$ cat src/hdl/sfs_pkg.sv
package sfs_pkg;

	localparam int SLOTS        = 64;
	localparam int SLOT_FIELD_W = 6;
	localparam int IDX_W        = $clog2(SLOTS);
	localparam int CNT_W        = $clog2(SLOTS + 1);
	localparam int GRP          = 8;
	localparam int GRP_W        = $clog2(GRP);
	localparam int NGRP         = (SLOTS + GRP - 1) / GRP;
	localparam int PAD          = NGRP * GRP;

	typedef enum logic {
		FUNC_ALLOC = 1'b0,
		FUNC_FREE  = 1'b1
	} sfs_func_t;

	typedef enum logic [1:0] {
		ST_DONE = 2'd0,
		ST_FULL = 2'd1,
		ST_DEAD = 2'd2
	} sfs_status_t;

	typedef enum logic [1:0] {
		S_IDLE,
		S_POP,
		S_SCAN,
		S_RESP
	} sfs_state_t;

	typedef struct packed {
		logic do_free;
		logic pop_start;
		logic pop_grant;
		logic hw_grant;
		logic scan_start;
		logic scan_grant;
	} sfs_cmd_t;

	typedef struct packed {
		logic stack_nonempty;
		logic hw_avail;
	} sfs_stat_t;

endpackage

$ cat src/hdl/sfs_if.sv
interface sfs_req_if;
	import sfs_pkg::*;

	logic                    valid;
	logic                    ready;
	logic                    func;
	logic [SLOT_FIELD_W-1:0] slot_in;

	modport source (output valid, output func, output slot_in, input ready);
	modport sink   (input valid, input func, input slot_in, output ready);
endinterface

interface sfs_rsp_if;
	import sfs_pkg::*;

	logic                    valid;
	logic                    ready;
	logic [1:0]              status;
	logic [SLOT_FIELD_W-1:0] slot_out;

	modport source (output valid, output status, output slot_out, input ready);
	modport sink   (input valid, input status, input slot_out, output ready);
endinterface

$ cat src/hdl/slot_allocator_free_stack_top.sv
// A free, or a fresh slot from the high-water counter, is registered straight into
// the result; a pop from the freed stack (registered stack memory read) or a
// bitmap scan (two-stage priority search) passes through S_POP or S_SCAN first.
// One request in flight: a new request is taken the cycle after the result is
// taken, so a response stall also holds off the next request.
// arst_n clears all alive marks, the high-water counter and the stack depth.
module slot_allocator_free_stack_top (
	input logic  clk,
	input logic  arst_n,
	sfs_req_if.sink   req,
	sfs_rsp_if.source rsp
);
	import sfs_pkg::*;

	sfs_cmd_t    cmd;
	sfs_stat_t   stat;
	sfs_status_t res_status;
	logic [SLOT_FIELD_W-1:0] res_slot;

	sfs_ctrl u_ctrl (
		.clk       (clk),
		.arst_n    (arst_n),
		.req_valid (req.valid),
		.req_func  (req.func),
		.rsp_ready (rsp.ready),
		.stat      (stat),
		.req_ready (req.ready),
		.rsp_valid (rsp.valid),
		.cmd       (cmd)
	);

	sfs_dp u_dp (
		.clk        (clk),
		.arst_n     (arst_n),
		.cmd        (cmd),
		.slot_in    (req.slot_in),
		.stat       (stat),
		.res_status (res_status),
		.res_slot   (res_slot)
	);

	assign rsp.status   = res_status;
	assign rsp.slot_out = res_slot;

endmodule

$ cat src/hdl/sfs_ctrl.sv
module sfs_ctrl (
	input  logic              clk,
	input  logic              arst_n,
	input  logic              req_valid,
	input  logic              req_func,
	input  logic              rsp_ready,
	input  sfs_pkg::sfs_stat_t stat,
	output logic              req_ready,
	output logic              rsp_valid,
	output sfs_pkg::sfs_cmd_t  cmd
);
	import sfs_pkg::*;

	sfs_state_t state_q;
	sfs_state_t state_d;
	logic       is_free;

	assign is_free = (sfs_func_t'(req_func) == FUNC_FREE);

	always_ff @(posedge clk or negedge arst_n) begin
		if (!arst_n) begin
			state_q <= S_IDLE;
		end else begin
			state_q <= state_d;
		end
	end

	always_comb begin
		state_d = state_q;
		unique case (state_q)
			S_IDLE: begin
				if (req_valid) begin
					if (is_free || !stat.stack_nonempty && stat.hw_avail) begin
						state_d = S_RESP;
					end else if (stat.stack_nonempty) begin
						state_d = S_POP;
					end else begin
						state_d = S_SCAN;
					end
				end
			end
			S_POP:  state_d = S_RESP;
			S_SCAN: state_d = S_RESP;
			S_RESP: begin
				if (rsp_ready) begin
					state_d = S_IDLE;
				end
			end
			default: state_d = S_IDLE;
		endcase
	end

	always_comb begin
		cmd       = '0;
		req_ready = 1'b0;
		rsp_valid = 1'b0;
		unique case (state_q)
			S_IDLE: begin
				req_ready = 1'b1;
				if (req_valid) begin
					if (is_free) begin
						cmd.do_free = 1'b1;
					end else if (stat.stack_nonempty) begin
						cmd.pop_start = 1'b1;
					end else if (stat.hw_avail) begin
						cmd.hw_grant = 1'b1;
					end else begin
						cmd.scan_start = 1'b1;
					end
				end
			end
			S_POP:  cmd.pop_grant  = 1'b1;
			S_SCAN: cmd.scan_grant = 1'b1;
			S_RESP: rsp_valid      = 1'b1;
			default: ;
		endcase
	end

endmodule

$ cat src/hdl/sfs_dp.sv
module sfs_dp (
	input  logic                            clk,
	input  logic                            arst_n,
	input  sfs_pkg::sfs_cmd_t               cmd,
	input  logic [sfs_pkg::SLOT_FIELD_W-1:0] slot_in,
	output sfs_pkg::sfs_stat_t              stat,
	output sfs_pkg::sfs_status_t            res_status,
	output logic [sfs_pkg::SLOT_FIELD_W-1:0] res_slot
);
	import sfs_pkg::*;

	logic [SLOTS-1:0] alive_q;
	logic [CNT_W-1:0] hw_q;
	logic [CNT_W-1:0] depth_q;
	logic [IDX_W-1:0] stack_mem [SLOTS];
	logic [IDX_W-1:0] rd_q;

	logic             grp_any_s1   [NGRP];
	logic [GRP_W-1:0] grp_first_s1 [NGRP];

	sfs_status_t             res_status_q;
	logic [SLOT_FIELD_W-1:0] res_slot_q;

	logic [IDX_W-1:0] free_idx;
	logic             free_ok;
	logic             push_ok;
	logic [PAD-1:0]   clear_v;
	logic             grp_any   [NGRP];
	logic [GRP_W-1:0] grp_first [NGRP];
	logic             scan_found;
	logic [IDX_W-1:0] scan_idx;
	logic             set_en;
	logic [IDX_W-1:0] set_idx;

	assign free_idx = IDX_W'(slot_in);
	assign free_ok  = (32'(slot_in) < 32'(SLOTS)) && alive_q[free_idx];
	assign push_ok  = depth_q < CNT_W'(SLOTS);

	assign stat.stack_nonempty = (depth_q != '0);
	assign stat.hw_avail       = hw_q < CNT_W'(SLOTS);

	// Pad the bitmap so slots past the pool never look free.
	always_comb begin
		for (int i = 0; i < PAD; i++) begin
			if (i < SLOTS) begin
				clear_v[i] = ~alive_q[i];
			end else begin
				clear_v[i] = 1'b0;
			end
		end
	end

	// First stage: lowest clear bit inside each group of eight.
	always_comb begin
		for (int g = 0; g < NGRP; g++) begin
			grp_any[g]   = 1'b0;
			grp_first[g] = '0;
			for (int b = GRP - 1; b >= 0; b--) begin
				if (clear_v[g * GRP + b]) begin
					grp_any[g]   = 1'b1;
					grp_first[g] = GRP_W'(b);
				end
			end
		end
	end

	always_ff @(posedge clk) begin
		if (cmd.scan_start) begin
			for (int g = 0; g < NGRP; g++) begin
				grp_any_s1[g]   <= grp_any[g];
				grp_first_s1[g] <= grp_first[g];
			end
		end
	end

	// Second stage: lowest group with a clear bit.
	always_comb begin
		scan_found = 1'b0;
		scan_idx   = '0;
		for (int g = NGRP - 1; g >= 0; g--) begin
			if (grp_any_s1[g]) begin
				scan_found = 1'b1;
				scan_idx   = IDX_W'(g * GRP + int'(grp_first_s1[g]));
			end
		end
	end

	always_ff @(posedge clk) begin
		if (cmd.do_free && free_ok && push_ok) begin
			stack_mem[IDX_W'(depth_q)] <= free_idx;
		end
	end

	always_ff @(posedge clk) begin
		if (cmd.pop_start) begin
			rd_q <= stack_mem[IDX_W'(depth_q - 1'b1)];
		end
	end

	always_comb begin
		set_en  = 1'b0;
		set_idx = '0;
		if (cmd.pop_grant) begin
			set_en  = 1'b1;
			set_idx = rd_q;
		end else if (cmd.hw_grant) begin
			set_en  = 1'b1;
			set_idx = IDX_W'(hw_q);
		end else if (cmd.scan_grant && scan_found) begin
			set_en  = 1'b1;
			set_idx = scan_idx;
		end
	end

	always_ff @(posedge clk or negedge arst_n) begin
		if (!arst_n) begin
			alive_q <= '0;
			hw_q    <= '0;
			depth_q <= '0;
		end else begin
			if (set_en) begin
				alive_q[set_idx] <= 1'b1;
			end
			if (cmd.do_free && free_ok) begin
				alive_q[free_idx] <= 1'b0;
				if (push_ok) begin
					depth_q <= depth_q + 1'b1;
				end
			end
			if (cmd.pop_start) begin
				depth_q <= depth_q - 1'b1;
			end
			if (cmd.hw_grant) begin
				hw_q <= hw_q + 1'b1;
			end
		end
	end

	always_ff @(posedge clk) begin
		if (cmd.do_free) begin
			res_status_q <= free_ok ? ST_DONE : ST_DEAD;
			res_slot_q   <= slot_in;
		end else if (set_en) begin
			res_status_q <= ST_DONE;
			res_slot_q   <= SLOT_FIELD_W'(set_idx);
		end else if (cmd.scan_grant) begin
			res_status_q <= ST_FULL;
			res_slot_q   <= '0;
		end
	end

	assign res_status = res_status_q;
	assign res_slot   = res_slot_q;

endmodule

$ cat src/flat_wrapper.sv
// flat-port wrapper written by rule: the top's interface ports become plain ports
module slot_allocator_free_stack_top_flat import sfs_pkg::*;
  (clk, arst_n, req_valid, req_func, req_slot_in, req_ready, rsp_valid, rsp_status, rsp_slot_out, rsp_ready);
  sfs_req_if req_i ();
  sfs_rsp_if rsp_i ();
  input logic clk;
  input logic arst_n;
  input wire logic [$bits(req_i.valid)-1:0] req_valid;
  input wire logic [$bits(req_i.func)-1:0] req_func;
  input wire logic [$bits(req_i.slot_in)-1:0] req_slot_in;
  output wire logic [$bits(req_i.ready)-1:0] req_ready;
  output wire logic [$bits(rsp_i.valid)-1:0] rsp_valid;
  output wire logic [$bits(rsp_i.status)-1:0] rsp_status;
  output wire logic [$bits(rsp_i.slot_out)-1:0] rsp_slot_out;
  input wire logic [$bits(rsp_i.ready)-1:0] rsp_ready;
  assign req_i.valid = req_valid;
  assign req_i.func = req_func;
  assign req_i.slot_in = req_slot_in;
  assign req_ready = req_i.ready;
  assign rsp_valid = rsp_i.valid;
  assign rsp_status = rsp_i.status;
  assign rsp_slot_out = rsp_i.slot_out;
  assign rsp_i.ready = rsp_ready;
  slot_allocator_free_stack_top u_core (.clk(clk), .arst_n(arst_n), .req(req_i), .rsp(rsp_i));
endmodule
$ cat config.mk
export PLATFORM = sky130hd
export DESIGN_NAME = slot_allocator_free_stack_top_flat
export DESIGN_NICKNAME = d
export VERILOG_FILES = /design/src/hdl/sfs_pkg.sv /design/src/hdl/sfs_if.sv /design/src/hdl/slot_allocator_free_stack_top.sv /design/src/hdl/sfs_ctrl.sv /design/src/hdl/sfs_dp.sv /design/src/flat_wrapper.sv
export SDC_FILE = /design/constraint.sdc
export NUM_CORES = 1
export LEC_CHECK = 0
export ABC_AREA = 1
export BUFFER_PORTS_ARGS = -buffer_cell sky130_fd_sc_hd__buf_2
export CORE_UTILIZATION = 50
export CTS_CLUSTER_DIAMETER = 200
export DETAILED_ROUTE_END_ITERATION = 16
export PLACE_DENSITY = 0.67
export SYNTH_ARGS = -nofsm -noshare
export SYNTH_HDL_FRONTEND = slang
export SYNTH_SLANG_ARGS = --single-unit
$ cat constraint.sdc
create_clock -name clk -period 4.4 [get_ports clk]
set_input_delay 0.44 -clock clk [delete_from_list [all_inputs] [get_ports clk]]
set_output_delay 0.44 -clock clk [all_outputs]
set_load 0.01 [all_outputs]
==> impl_metrics.yaml <==
worst_setup_path:
  crit_path_end_kind: "flop"
  cp_cell_sequence: "inv_4, ha_4, buf_12, buf_4, nor2_1, o21ai_0, o21ai_0, o21ai_0, o21ai_0, o211ai_1, nand2_1"
  cp.required_ns: 4.74
  setup.worst_path.class: "flop to flop"
  crit_fanout: 58
  worstSetupStartpointType: "flop"
  cp.arrival_ns: 4.18
  crit_path_max_incr_delay_ns: 0.82
  critical_path.most_common_cell: "o21ai_0"
  slowest_stage: "dfrtp_4"
sta:
  skew_ns: 0.0217
  slew_viol_final: 0
  final-setup-viol-count: 0
  fin_crit_sh: 0.873
  hold_violations: 0
  setup_ws_ns: 0.560
  rsz0062_at_grt: "no"
  fmax_ghz: 0.260
  tightest_slew_ns: 0.952
  finalCriticalPeriod_ns: 3.84
  max_slew_margin: 0.364
  setup-tns-final_ns: 0
power_and_ir_drop:
  power.leakage_nw: 9.70
  vdd_ir_drop_max_v: 0.000428
  power.density_mw_per_mm2: 639
layout:
  syn2layout_area_growth_pct: 10.4
  final_layout_size_suffix_gt1_frac: 0.0872
  n_antenna_cell: 0
  fin_nets: 2360
  nFillCells: 3904
cts:
  cts_tree: "done"
  cts_root_buffer: "clkbuf_16"
  clockBufferDepth: 3
  clock-sinks: 510
  post_cts_buffers: 0
  cts_buffers: 52
  clk_pin_slew_worst_paths_ns: 0.06
  cts-htree-levels: 2
  clk_latency_ns: 0.62
synthesis:
  yosys-top-cells-area: "edfxtp_1 55%, dfrtp_1 8.6%, nand2_1 7.3%, nor2_1 6.1%, o21ai_0 5.7%"
  syn_nets: 2351
  synth_top_area_cell: "edfxtp_1"
  synth_edf_count: 430
  synth_common_cells: "452 x nand2_1, 430 x edfxtp_1, 383 x nor2_1, 265 x o21ai_0, 180 x inv_1"
  yosys.cell_types.count: 42
  synth_top_area_frac: 0.552
  seq_area_frac_synth: 0.638
  synth-main-ff-cell: "edfxtp_1"
  ys_warn_count: 0
  avgSynthCellArea_um2: 10.0
  async_reset_ff_frac: 0.157
  yosysMostFrequentCell: "nand2_1"
  syn-cell-area_mm2: 0.0234
  synth-seq-cells: 510
  postSynthCellCount: 2332
grt:
  grt_pass1_vias: 16400
  grt_max_degree: 89
  antenna_found_initial: 3
  grt_first_pass_wirelength_um: 95200
  grt_overflow_total: 0
  grt_usage: 0.265
routing:
  drt-vias-per-instance: 5.75
  routed_wl_um: 61700
  drc_errors: 0
  drt-wirelength-per-cell_um: 20.7
  drt-pass1-iter-count: 6
  vias: 17200
  dr.first_iter.drc_count: 1914
  antenna_left: 0
status:
  status: "completed"
placed_design:
  portBuffers: 20
  routabilityCongestion: 0.918
  dp_hpwl_um: 39900
  dp_slack_ns: 0.677
min_path:
  min_path_type: "primary input to flop"
die:
  die-width_um: 218
  core-area_mm2: 0.0458
  std_cell_rows: 78
  start_util: 0.511
  ioPinCount: 21
  die_h_um: 218
  die-area_mm2: 0.0476
job:
  maxCapViolations: 0
## flip-flops by register name (all words and copies together), names as in the netlist, 6 cells and up
signal                    count
u_core.u_dp.alive_q          64
u_core.u_dp.depth_q           7
u_core.u_dp.grp_any_s1        8
u_core.u_dp.grp_first_s1     24
u_core.u_dp.hw_q              7
u_core.u_dp.rd_q              6
u_core.u_dp.res_slot          6
u_core.u_dp.stack_mem       384
## metrics by stage
stage                     power [W]  std cells  hold WS, ns  area (um^2)  utilization
after floorplan             0.00994       2332        0.144        23400            -
after global placement       0.0120       2886        0.461        24100        0.527
after detailed placement     0.0121       2886        0.471        24100        0.527
after CTS                    0.0164       2984        0.228        25800        0.564
after global routing         0.0173       2984        0.259        25800        0.564
final                        0.0165       2984        0.258        25800        0.564
## kinds of logic after synthesis
logic type                 count (synthesis)  share of synthesized area
AOI/OAI and AO/OA                        422                      0.103
buffers and inverters                    300                     0.0524
muxes                                     10                    0.00428
xor gates and xnor gates                  10                    0.00375
adders and majority gates                  8                    0.00428
DFF                                      510                      0.638
and+or+nand+nor                         1072                      0.194
## cells in the final DEF, fill, tap and decap left out, drive strengths merged, types with 4 or more instances in the layout
cell type	instances
nor3	37
o21ai	269
buf	68
nor2	403
clkbuf	67
o211ai	89
nand3	151
ha	8
xor2	8
o32ai	5
a21oi	36
nor4	9
inv	189
nand4	5
a31oi	6
edfxtp	430
bufinv	4
nand2	459
clkinv	21
o22ai	11
or2	6
mux2i	10
dfrtp	80
## critical path, delay by kind of cell, from the launching register on
kind	cells	cell delay, ns
buffers and inverters	3	0.83
adders and majority gates	1	0.64
and+or+nand+nor	2	0.19
AOI/OAI and AO/OA	5	1.02
DFF	1	0.82
## final timing paths
path / start / end / slack, ns / cells past startpoint
max: u_core.u_dp.depth_q[0] / u_core.u_dp.rd_q[1] / 0.56 / 11
min: rsp_ready / u_core.u_ctrl.state_q[0] / 0.26 / 3
max reg2reg: u_core.u_dp.depth_q[0] / u_core.u_dp.rd_q[1] / 0.56 / 11
min reg2reg: u_core.u_dp.hw_q[2] / u_core.u_dp.hw_q[2] / 0.48 / 1
max in group asynchronous: arst_n / u_core.u_dp.alive_q[58] / 3.08 / 3
min in group asynchronous: arst_n / u_core.u_dp.hw_q[2] / 0.39 / 2
## power by group
group	total (W)	switching [W]	internal, W
registers	0.00577	0.000230	0.00554
clock network	0.00438	0.00189	0.00249
logic	0.00633	0.00446	0.00187
## what timing repair did
item                                   in CTS  in global routing
endpoints found under the hold margin      45                  0
gates resized for setup                     0                  0
hold buffers                                1                  0
## routing by layer
metal  vias up  share of wire  GRT usage
li1       8028              -          -
met4         4          0.031     0.0925
met2       802           0.45      0.409
met5         -        0.00053          0
met1      8185           0.42      0.373
met3       134          0.096     0.0536
## final cells by class
class | instances | area, um^2 | area share
clock inverters | 30 | 283 | 0.0110
repair buffers | 69 | 503 | 0.0195
well taps | 600 | 751 | 0.0291
clock buffers | 67 | 1400 | 0.0542
multi-input cells | 1522 | 7270 | 0.281
inverters | 186 | 701 | 0.0271
flip-flops and latches | 510 | 14900 | 0.578
Note: power is estimated with default switching activity, not from simulation.
